## config.mk

```make
export PLATFORM = sky130hd
export DESIGN_NAME = button_debounce_long_press_events_unit
export DESIGN_NICKNAME = d
export VERILOG_FILES = /design/src/rtl/bdlpe_pkg.sv /design/src/rtl/bdlpe_lane.sv /design/src/rtl/bdlpe_queue.sv /design/src/rtl/button_debounce_long_press_events_unit.sv
export SDC_FILE = /design/constraint.sdc
export NUM_CORES = 2
export LEC_CHECK = 0
export ABC_AREA = 1
export CORE_MARGIN = 2
export CORE_UTILIZATION = 40
export CTS_BUF_LIST = sky130_fd_sc_hd__clkbuf_4
export DETAILED_ROUTE_END_ITERATION = 10
export DONT_BUFFER_PORTS = 1
export HOLD_SLACK_MARGIN = 0.06
export MAX_ROUTING_LAYER = met4
export PLACE_DENSITY = 0.62
export SYNTH_ARGS = -nofsm -noshare
export SYNTH_HDL_FRONTEND = slang
export SYNTH_SLANG_ARGS = --single-unit
export TNS_END_PERCENT = 10
```

## constraint.sdc

```tcl
create_clock -name clk -period 14.5 [get_ports clk]
set_clock_uncertainty 0.2 [all_clocks]
set_input_delay 2.175 -clock clk [delete_from_list [all_inputs] [get_ports clk]]
set_output_delay 2.175 -clock clk [all_outputs]
set_load 0.005 [all_outputs]
```

## src/rtl/bdlpe_pkg.sv

```systemverilog
`timescale 1ns / 1ps
`default_nettype none

package bdlpe_pkg;

    localparam int TIME_W       = 32;
    localparam int CFG_W        = 16;
    localparam int CFG_INDEX_W  = 2;
    localparam int RAW_W        = 8;
    localparam int MASK_W       = 8;
    localparam int EVT_BUTTON_W = 3;
    localparam int QUEUE_FILL_W = 5;

    localparam logic [CFG_W-1:0] DEBOUNCE_RESET   = 16'd50;
    localparam logic [CFG_W-1:0] LONG_PRESS_RESET = 16'd1000;

    localparam logic [CFG_INDEX_W-1:0] CFG_DEBOUNCE   = 2'd0;
    localparam logic [CFG_INDEX_W-1:0] CFG_LONG_PRESS = 2'd1;

    localparam logic OP_TICK = 1'b0;
    localparam logic OP_POLL = 1'b1;

    typedef enum logic [1:0] {
        KIND_PRESSED  = 2'd0,
        KIND_RELEASED = 2'd1,
        KIND_SHORT    = 2'd2,
        KIND_LONG     = 2'd3
    } kind_t;

    typedef struct packed {
        logic  first_valid;
        kind_t first_kind;
        logic  second_valid;
        kind_t second_kind;
    } lane_evt_t;

    typedef struct packed {
        logic [EVT_BUTTON_W-1:0] button;
        kind_t                   kind;
        logic [TIME_W-1:0]       time_ms;
    } evt_entry_t;

    typedef struct packed {
        logic       push;
        logic       pop;
        evt_entry_t data;
    } queue_req_t;

endpackage

`default_nettype wire

```

## src/rtl/bdlpe_lane.sv

```systemverilog
`timescale 1ns / 1ps
`default_nettype none

module bdlpe_lane
    import bdlpe_pkg::*;
(
    input  wire logic              clk,
    input  wire logic              rst_n,
    input  wire logic              tick_en,
    input  wire logic              raw_in,
    input  wire logic [TIME_W-1:0] now_ms,
    input  wire logic [CFG_W-1:0]  debounce_time,
    input  wire logic [CFG_W-1:0]  long_press_time,
    output logic                   stable,
    output lane_evt_t              evt
);

    logic              raw_reg, raw_next;
    logic [TIME_W-1:0] last_reg, last_next;
    logic              stable_reg, stable_next;
    logic [TIME_W-1:0] start_reg, start_next;
    logic              fired_reg, fired_next;
    lane_evt_t         evt_reg, evt_next;

    logic              changed;
    logic [TIME_W-1:0] elapsed_db;
    logic [TIME_W-1:0] elapsed_lp;
    logic              flip;
    logic              press;
    logic              release_ev;
    logic              fired_mid;
    logic              long_ev;

    always_comb
    begin
        changed    = (raw_in != raw_reg);
        raw_next   = raw_in;
        last_next  = changed ? now_ms : last_reg;
        elapsed_db = changed ? '0 : (now_ms - last_reg);
        flip       = (elapsed_db >= TIME_W'(debounce_time)) && (stable_reg != raw_in);
        press      = flip && raw_in;
        release_ev = flip && !raw_in;
        stable_next = flip ? raw_in : stable_reg;
        start_next = press ? now_ms : start_reg;
        fired_mid  = press ? 1'b0 : fired_reg;
        elapsed_lp = press ? '0 : (now_ms - start_reg);
        long_ev    = stable_next && !fired_mid && (elapsed_lp >= TIME_W'(long_press_time));
        fired_next = long_ev ? 1'b1 : fired_mid;

        evt_next = '0;
        if (press)
        begin
            evt_next.first_valid  = 1'b1;
            evt_next.first_kind   = KIND_PRESSED;
            evt_next.second_valid = long_ev;
            evt_next.second_kind  = KIND_LONG;
        end
        else if (release_ev)
        begin
            evt_next.first_valid  = 1'b1;
            evt_next.first_kind   = KIND_RELEASED;
            evt_next.second_valid = !fired_reg;
            evt_next.second_kind  = KIND_SHORT;
        end
        else if (long_ev)
        begin
            evt_next.first_valid = 1'b1;
            evt_next.first_kind  = KIND_LONG;
        end
    end

    always_ff @(posedge clk or negedge rst_n)
    begin
        if (!rst_n)
        begin
            raw_reg    <= 1'b0;
            last_reg   <= '0;
            stable_reg <= 1'b0;
            start_reg  <= '0;
            fired_reg  <= 1'b0;
            evt_reg    <= '0;
        end
        else if (tick_en)
        begin
            raw_reg    <= raw_next;
            last_reg   <= last_next;
            stable_reg <= stable_next;
            start_reg  <= start_next;
            fired_reg  <= fired_next;
            evt_reg    <= evt_next;
        end
    end

    assign stable = stable_reg;
    assign evt    = evt_reg;

endmodule

`default_nettype wire

```

## src/rtl/bdlpe_queue.sv

```systemverilog
`timescale 1ns / 1ps
`default_nettype none

module bdlpe_queue
    import bdlpe_pkg::*;
#(
    parameter int QUEUE_DEPTH = 16
)
(
    input  wire logic                              clk,
    input  wire logic                              rst_n,
    input  wire queue_req_t                        req,
    output evt_entry_t                             rd_data,
    output logic [$clog2(QUEUE_DEPTH+1)-1:0]       count
);

    localparam int PTR_W = $clog2(QUEUE_DEPTH);
    localparam int CNT_W = $clog2(QUEUE_DEPTH + 1);
    localparam logic [PTR_W-1:0] PTR_LAST = PTR_W'(QUEUE_DEPTH - 1);
    localparam logic [CNT_W-1:0] CNT_FULL = CNT_W'(QUEUE_DEPTH);

    evt_entry_t        mem [QUEUE_DEPTH];
    evt_entry_t        rd_data_reg;
    logic [PTR_W-1:0]  rd_ptr_reg, rd_ptr_next;
    logic [PTR_W-1:0]  wr_ptr_reg, wr_ptr_next;
    logic [CNT_W-1:0]  count_reg, count_next;
    logic              full;

    function automatic logic [PTR_W-1:0] ptr_inc(input logic [PTR_W-1:0] p);
        ptr_inc = (p == PTR_LAST) ? '0 : p + 1'b1;
    endfunction

    always_comb
    begin
        full        = (count_reg == CNT_FULL);
        rd_ptr_next = rd_ptr_reg;
        wr_ptr_next = wr_ptr_reg;
        count_next  = count_reg;
        if (req.push)
        begin
            wr_ptr_next = ptr_inc(wr_ptr_reg);
            if (full)
            begin
                // oldest entry dropped
                rd_ptr_next = ptr_inc(rd_ptr_reg);
            end
            else
            begin
                count_next = count_reg + 1'b1;
            end
        end
        else if (req.pop && (count_reg != '0))
        begin
            rd_ptr_next = ptr_inc(rd_ptr_reg);
            count_next  = count_reg - 1'b1;
        end
    end

    always_ff @(posedge clk or negedge rst_n)
    begin
        if (!rst_n)
        begin
            rd_ptr_reg <= '0;
            wr_ptr_reg <= '0;
            count_reg  <= '0;
        end
        else
        begin
            rd_ptr_reg <= rd_ptr_next;
            wr_ptr_reg <= wr_ptr_next;
            count_reg  <= count_next;
        end
    end

    always_ff @(posedge clk)
    begin
        if (req.push)
        begin
            mem[wr_ptr_reg] <= req.data;
        end
        if (req.pop)
        begin
            rd_data_reg <= mem[rd_ptr_reg];
        end
    end

    assign rd_data = rd_data_reg;
    assign count   = count_reg;

endmodule

`default_nettype wire

```

## src/rtl/button_debounce_long_press_events_unit.sv

```systemverilog
`timescale 1ns / 1ps
`default_nettype none

// channel   direction  handshake                  payload
// input     in         in_valid / in_stall        op, raw_pressed, now_ms
// output    out        out_valid / out_stall      event_valid, event_button, event_kind,
//                                                 event_time, stable_mask, queue_fill
// config    in         cfg_we                     cfg_index, cfg_data
//
// a tick updates all button lanes in parallel as it is taken, then uses one queue write slot
// per button per possible event, then the result beat.
// a poll makes one registered read of the event memory, then the result beat.
// reset clears all button state, the queue pointers and fill; the event memory is not cleared.
// the result sits in an output register, so the next beat is taken while it is stalled.

module button_debounce_long_press_events_unit
    import bdlpe_pkg::*;
#(
    parameter int NUM_BUTTONS = 8,
    parameter int QUEUE_DEPTH = 16
)
(
    input  wire logic                    clk,
    input  wire logic                    rst_n,
    input  wire logic                    cfg_we,
    input  wire logic [CFG_INDEX_W-1:0]  cfg_index,
    input  wire logic [CFG_W-1:0]        cfg_data,
    input  wire logic                    in_valid,
    output logic                         in_stall,
    input  wire logic                    op,
    input  wire logic [RAW_W-1:0]        raw_pressed,
    input  wire logic [TIME_W-1:0]       now_ms,
    output logic                         out_valid,
    input  wire logic                    out_stall,
    output logic                         event_valid,
    output logic [EVT_BUTTON_W-1:0]      event_button,
    output logic [1:0]                   event_kind,
    output logic [TIME_W-1:0]            event_time,
    output logic [MASK_W-1:0]            stable_mask,
    output logic [QUEUE_FILL_W-1:0]      queue_fill
);

    localparam int BTN_W = (NUM_BUTTONS > 1) ? $clog2(NUM_BUTTONS) : 1;
    localparam int CNT_W = $clog2(QUEUE_DEPTH + 1);
    localparam logic [BTN_W-1:0] BTN_LAST = BTN_W'(NUM_BUTTONS - 1);

    typedef enum logic [1:0] {
        ST_IDLE,
        ST_SCAN,
        ST_EMIT
    } state_t;

    state_t             state_reg, state_next;
    logic [BTN_W-1:0]   btn_reg, btn_next;
    logic               half_reg, half_next;
    logic [TIME_W-1:0]  tick_time_reg, tick_time_next;
    logic               hit_reg, hit_next;
    logic [CFG_W-1:0]   debounce_reg;
    logic [CFG_W-1:0]   long_press_reg;

    logic                    out_valid_reg, out_valid_next;
    logic                    event_valid_reg, event_valid_next;
    logic [EVT_BUTTON_W-1:0] event_button_reg, event_button_next;
    logic [1:0]              event_kind_reg, event_kind_next;
    logic [TIME_W-1:0]       event_time_reg, event_time_next;
    logic [MASK_W-1:0]       stable_mask_reg, stable_mask_next;
    logic [QUEUE_FILL_W-1:0] queue_fill_reg, queue_fill_next;

    logic               accept;
    logic               tick_en;
    logic               stable_bits [NUM_BUTTONS];
    lane_evt_t          lane_evt [NUM_BUTTONS];
    logic [MASK_W-1:0]  mask;
    lane_evt_t          sel_evt;
    queue_req_t         qreq;
    evt_entry_t         q_rd_data;
    logic [CNT_W-1:0]   q_count;

    assign in_stall = (state_reg != ST_IDLE);
    assign accept   = in_valid && !in_stall;
    assign tick_en  = accept && (op == OP_TICK);

    // button lanes
    for (genvar i = 0; i < NUM_BUTTONS; i++)
    begin : g_lane
        logic raw_bit;
        if (i < RAW_W)
        begin : g_raw
            assign raw_bit = raw_pressed[i];
        end
        else
        begin : g_none
            assign raw_bit = 1'b0;
        end

        bdlpe_lane u_lane (
            .clk             (clk),
            .rst_n           (rst_n),
            .tick_en         (tick_en),
            .raw_in          (raw_bit),
            .now_ms          (now_ms),
            .debounce_time   (debounce_reg),
            .long_press_time (long_press_reg),
            .stable          (stable_bits[i]),
            .evt             (lane_evt[i])
        );
    end

    for (genvar b = 0; b < MASK_W; b++)
    begin : g_mask
        if (b < NUM_BUTTONS)
        begin : g_on
            assign mask[b] = stable_bits[b];
        end
        else
        begin : g_off
            assign mask[b] = 1'b0;
        end
    end

    bdlpe_queue #(
        .QUEUE_DEPTH (QUEUE_DEPTH)
    ) u_queue (
        .clk     (clk),
        .rst_n   (rst_n),
        .req     (qreq),
        .rd_data (q_rd_data),
        .count   (q_count)
    );

    // merge: one queue slot per cycle, buttons in index order
    always_comb
    begin
        sel_evt = lane_evt[btn_reg];

        qreq              = '0;
        qreq.data.button  = EVT_BUTTON_W'(btn_reg);
        qreq.data.kind    = half_reg ? sel_evt.second_kind : sel_evt.first_kind;
        qreq.data.time_ms = tick_time_reg;

        state_next        = state_reg;
        btn_next          = btn_reg;
        half_next         = half_reg;
        tick_time_next    = tick_time_reg;
        hit_next          = hit_reg;

        out_valid_next    = out_valid_reg && out_stall;
        event_valid_next  = event_valid_reg;
        event_button_next = event_button_reg;
        event_kind_next   = event_kind_reg;
        event_time_next   = event_time_reg;
        stable_mask_next  = stable_mask_reg;
        queue_fill_next   = queue_fill_reg;

        case (state_reg)
            ST_IDLE:
            begin
                if (accept)
                begin
                    btn_next       = '0;
                    half_next      = 1'b0;
                    tick_time_next = now_ms;
                    if (op == OP_TICK)
                    begin
                        hit_next   = 1'b0;
                        state_next = ST_SCAN;
                    end
                    else
                    begin
                        qreq.pop   = (q_count != '0);
                        hit_next   = (q_count != '0);
                        state_next = ST_EMIT;
                    end
                end
            end
            ST_SCAN:
            begin
                qreq.push = half_reg ? sel_evt.second_valid : sel_evt.first_valid;
                half_next = !half_reg;
                if (half_reg)
                begin
                    btn_next = btn_reg + 1'b1;
                    if (btn_reg == BTN_LAST)
                    begin
                        state_next = ST_EMIT;
                    end
                end
            end
            ST_EMIT:
            begin
                if (!out_valid_reg || !out_stall)
                begin
                    out_valid_next    = 1'b1;
                    event_valid_next  = hit_reg;
                    event_button_next = hit_reg ? q_rd_data.button : '0;
                    event_kind_next   = hit_reg ? q_rd_data.kind : 2'd0;
                    event_time_next   = hit_reg ? q_rd_data.time_ms : '0;
                    stable_mask_next  = mask;
                    queue_fill_next   = QUEUE_FILL_W'(q_count);
                    state_next        = ST_IDLE;
                end
            end
            default:
            begin
                state_next = ST_IDLE;
            end
        endcase
    end

    always_ff @(posedge clk or negedge rst_n)
    begin
        if (!rst_n)
        begin
            state_reg      <= ST_IDLE;
            btn_reg        <= '0;
            half_reg       <= 1'b0;
            hit_reg        <= 1'b0;
            out_valid_reg  <= 1'b0;
            debounce_reg   <= DEBOUNCE_RESET;
            long_press_reg <= LONG_PRESS_RESET;
        end
        else
        begin
            state_reg     <= state_next;
            btn_reg       <= btn_next;
            half_reg      <= half_next;
            hit_reg       <= hit_next;
            out_valid_reg <= out_valid_next;
            if (cfg_we && (cfg_index == CFG_DEBOUNCE))
            begin
                debounce_reg <= cfg_data;
            end
            if (cfg_we && (cfg_index == CFG_LONG_PRESS))
            begin
                long_press_reg <= cfg_data;
            end
        end
    end

    always_ff @(posedge clk)
    begin
        tick_time_reg    <= tick_time_next;
        event_valid_reg  <= event_valid_next;
        event_button_reg <= event_button_next;
        event_kind_reg   <= event_kind_next;
        event_time_reg   <= event_time_next;
        stable_mask_reg  <= stable_mask_next;
        queue_fill_reg   <= queue_fill_next;
    end

    assign out_valid    = out_valid_reg;
    assign event_valid  = event_valid_reg;
    assign event_button = event_button_reg;
    assign event_kind   = event_kind_reg;
    assign event_time   = event_time_reg;
    assign stable_mask  = stable_mask_reg;
    assign queue_fill   = queue_fill_reg;

endmodule

`default_nettype wire

```

==> impl_results.md <==
- Final ANT Viol Nets: 0
- Hold Vio Cnt, Final: 0
- Hold WC Path Type: reg -> reg
- Final period utilization: 0.4905
- DR vias: 84.02k
- Worst-Skew Late Latency: 1450 ps
- Status: completed
- Max-slew headroom: 0.2134
- TNS Setup: 0 ps
- Pre-antenna DRT Iters: 9
- Via density: approximately 5.3
- Worst path slowest cell: nand3_1
- Yosys reg bits: 1349
- Die span in y: 484.7 um
- Post-synth EDFFs: roughly 700
- Row count: 176
- Post-Synthesis Cells: about 12k
- Max reg flops: roughly 590
- Pwr dens: about 220 nW/um^2
- Reg2reg start: g_lane[6].u_lane.last_reg[0]
- Largest fanout on the critical path: 34
- Post-placement cell count: roughly 15k
- Max-cap violations: 0
- Cts hold-fix bufs: 0
- Drt wl/cell: 20.17 um
- Die ar.: about 230000 sq um
- Switching Power: between 10 and 15 mW
- Seq/Total Area, Yosys: 0.4040
- Mean Syn Cell Area: 7.551 sq um
- Post-synth ARST share: 0.4722
- Syn_nets: roughly 13k
- Largest stage delay, worst path: about 730 ps
- Resized Gates After CTS: 0
- Worst-margin pin slew: 1180 ps
- WL final: about 320 mm
- Antenna violations before repair: 27
- Post-CTS setup buffers: 0
- H-tree levels: 5
- Tmin final: roughly 7100 ps
- DRC: 0
- Combinational share of power: 0.570
- Final core utilization: 0.4382
- CP Data Required Time: between 15000 and 20000 ps
- Remaining global-route overflow: 0
- Internal power: approximately 11 mW
- Core area: between 200000 and 250000 sq um
- Setup crit start: now_ms[1]
- Sink Count: approximately 1.3k
- RSZ-0062 raised after global routing: no
- Clk slew on worst S/H paths: about 70 ps
- IO Pins: 117
- CP arrival: approximately 8200 ps
- Largest net degree at the start of global routing: 638
- Layout area overhead: 9.007%
- Netlist Area Pre-Place: 92410 sq um
- Critical Path End Type: flip-flop
- Clk root buf: clkbuf_4
- Kind of critical path: in -> reg
- Clock share of power: 0.165
- Detailed-placement wirelength estimate: around 210 mm
- Synth Flop Type: edfxtp_1
- # setup viols final: 0
- Critical path buffers and inverters: 6
- Starting DRT DRC Count: between 8k and 9k
- GPL Wtd Cong: about 1.0
- Reg2Reg Setup Slack: around 8100 ps
- Yosys top cell by area: edfxtp_1
- Port Buffers: 0
- Top Family by Delay on Critical Path: simple AND/OR/NAND/NOR gates
- CP Launch Type: input pin
- Flop pwr share: 0.265
- CTS tree: built
- Sw Ratio: 0.4788
- Vias in the first global route: 79.30k
- Max Clk Rate: around 0.14 GHz
- Synth top area share: 0.2314
- Starting Density: 0.4020
- Count of cell types in the netlist: 57
- Area contributors post-synth: edfxtp_1, dfrtp_1, nand2_1
- Total Routing Usage GR: 0.2731
- Maximum vdd ir drop: between 100 and 150 uV
- Pins Over Slew Limit: 0
- TritonCTS Buffers: 388
- # nets final: between 10k and 15k
- Bufs on Longest Clock Path: 4
- Hold Startpoint: u_queue.rd_data[1]
- Layout Cells excl Fill: around 16k
- Share of cells above drive strength 1: 0.07083
- P_leak: around 47 nW
- YS warnings: 0
- First-pass GRT wire length: 477.7 mm
- Die X-Extent: between 400 and 500 um
-- through the flow --
step / total power, mW / setup WS [ps] / hold WS, ps / instance area [sq um]
after detailed placement: 18.04 / 6135 / 265.1 / 95770
after floorplan: 14.86 / 6347 / 224.9 / 92410
after CTS: 21.74 / 7625 / 204.1 / 100600
after global routing: 23.95 / 6991 / 123.7 / 100700
final: 21.82 / 7388 / 232.0 / 100700
after global placement: 17.95 / 6115 / 262.6 / 95770
-- area by class of cell --
class,count,area [sq um]
clock inverters,90,535.5
diodes,20,50.05
fillers,23710,129200
clock buffers,573,4302
multi-input cells,8803,47350
repair buffers,80,660.6
inverters,1784,6708
well taps,3026,3786
flip-flops and latches,1349,37340
-- synthesized netlist by cell type, types with 10 or more instances --
cell	number
o22ai_1	89
xnor2_1	105
a31oi_1	12
nor2_1	1250
nand3_1	605
and2_1	12
buf_1	42
dfrtp_1	628
clkbuf_1	205
nand4_1	174
buf_2	41
nand3b_1	64
a21boi_0	20
or2_2	24
edfxtp_1	712
fa_1	17
o21ai_2	29
o21ai_0	1236
inv_1	1750
inv_2	26
o21ai_1	91
nor2_2	11
o211ai_1	32
nor3_1	109
a21oi_1	800
xor2_1	86
a211oi_1	10
nand2_2	48
a21o_1	28
nand2_1	2986
o21bai_1	40
ha_1	762
o21a_1	27
o221ai_1	84
-- placed cells by master, fill, tap and decap left out, types with 28 or more instances in the layout --
cell / synthesis / routed
nand2_1: 2986 / 2979
inv_1: 1750 / 1746
o21ai_0: 1236 / 1235
nor2_1: 1250 / 1231
a21oi_1: 800 / 799
ha_1: 762 / 762
edfxtp_1: 712 / 712
dfrtp_1: 628 / 624
nand3_1: 605 / 605
clkbuf_4: 1 / 573
nand4_1: 174 / 174
nor3_1: 109 / 109
xnor2_1: 105 / 98
o21ai_1: 91 / 92
o22ai_1: 89 / 89
xor2_1: 86 / 86
o221ai_1: 84 / 84
buf_4: 0 / 77
clkinv_1: 8 / 66
nand3b_1: 64 / 64
nand2_2: 48 / 55
o21bai_1: 40 / 40
o211ai_1: 32 / 32
inv_2: 26 / 30
o21ai_2: 29 / 29
a21o_1: 28 / 28
-- worst paths after layout --
check / endpoint / depth (start not counted)
setup / recovery: g_lane[6].u_lane.evt[3] / 37
min in group asynchronous: g_lane[3].u_lane.start_reg[18] / 0
max in group asynchronous: g_lane[6].u_lane.last_reg[16] / 3
hold / removal: event_time[1] / 2
setup reg to reg: g_lane[6].u_lane.evt[3] / 36
hold reg to reg: event_time[1] / 2
-- power by group through the flow --
stage | clock, mW | combinational (mW) | sequential [mW]
final | 3.59 | 12.4 | 5.79
after global routing | 3.89 | 14.2 | 5.90
after CTS | 3.69 | 12.2 | 5.79
after detailed placement | 0 | 12.2 | 5.86
after global placement | 0 | 12.1 | 5.84
after floorplan | 0 | 9.26 | 5.59
-- cell families after synthesis --
logic type      after synthesis  share of synthesized area
buf+inv                    2087                    0.08635
xor+xnor                    191                    0.01810
fa+ha+maj                   779                     0.1069
flops                      1349                     0.4040
mux                           1                  0.0001218
simple gates               5322                     0.2379
compound gates             2510                     0.1467
-- worst register-to-register path, delay by kind of cell (launching register included) --
kind | cells | cell delay (ps)
buffers and inverters | 4 | 330
DFF | 1 | 380
and+or+nand+nor | 17 | 2680
adders and majority gates | 4 | 1110
AOI/OAI and AO/OA | 11 | 1660
-- metal layers --
| layer | vias to the layer above | global-route usage | wire [um] |
|---|---|---|---|
| met3 | 600 | 0.04434 | 24640 |
| met5 | - | - | 0 |
| li1 | 41210 | - | - |
| met4 | 0 | 0.1053 | 12130 |
| met2 | 3008 | 0.4154 | 139700 |
| met1 | 39210 | 0.3647 | 140700 |
Note: power is estimated with default switching activity, not from simulation.
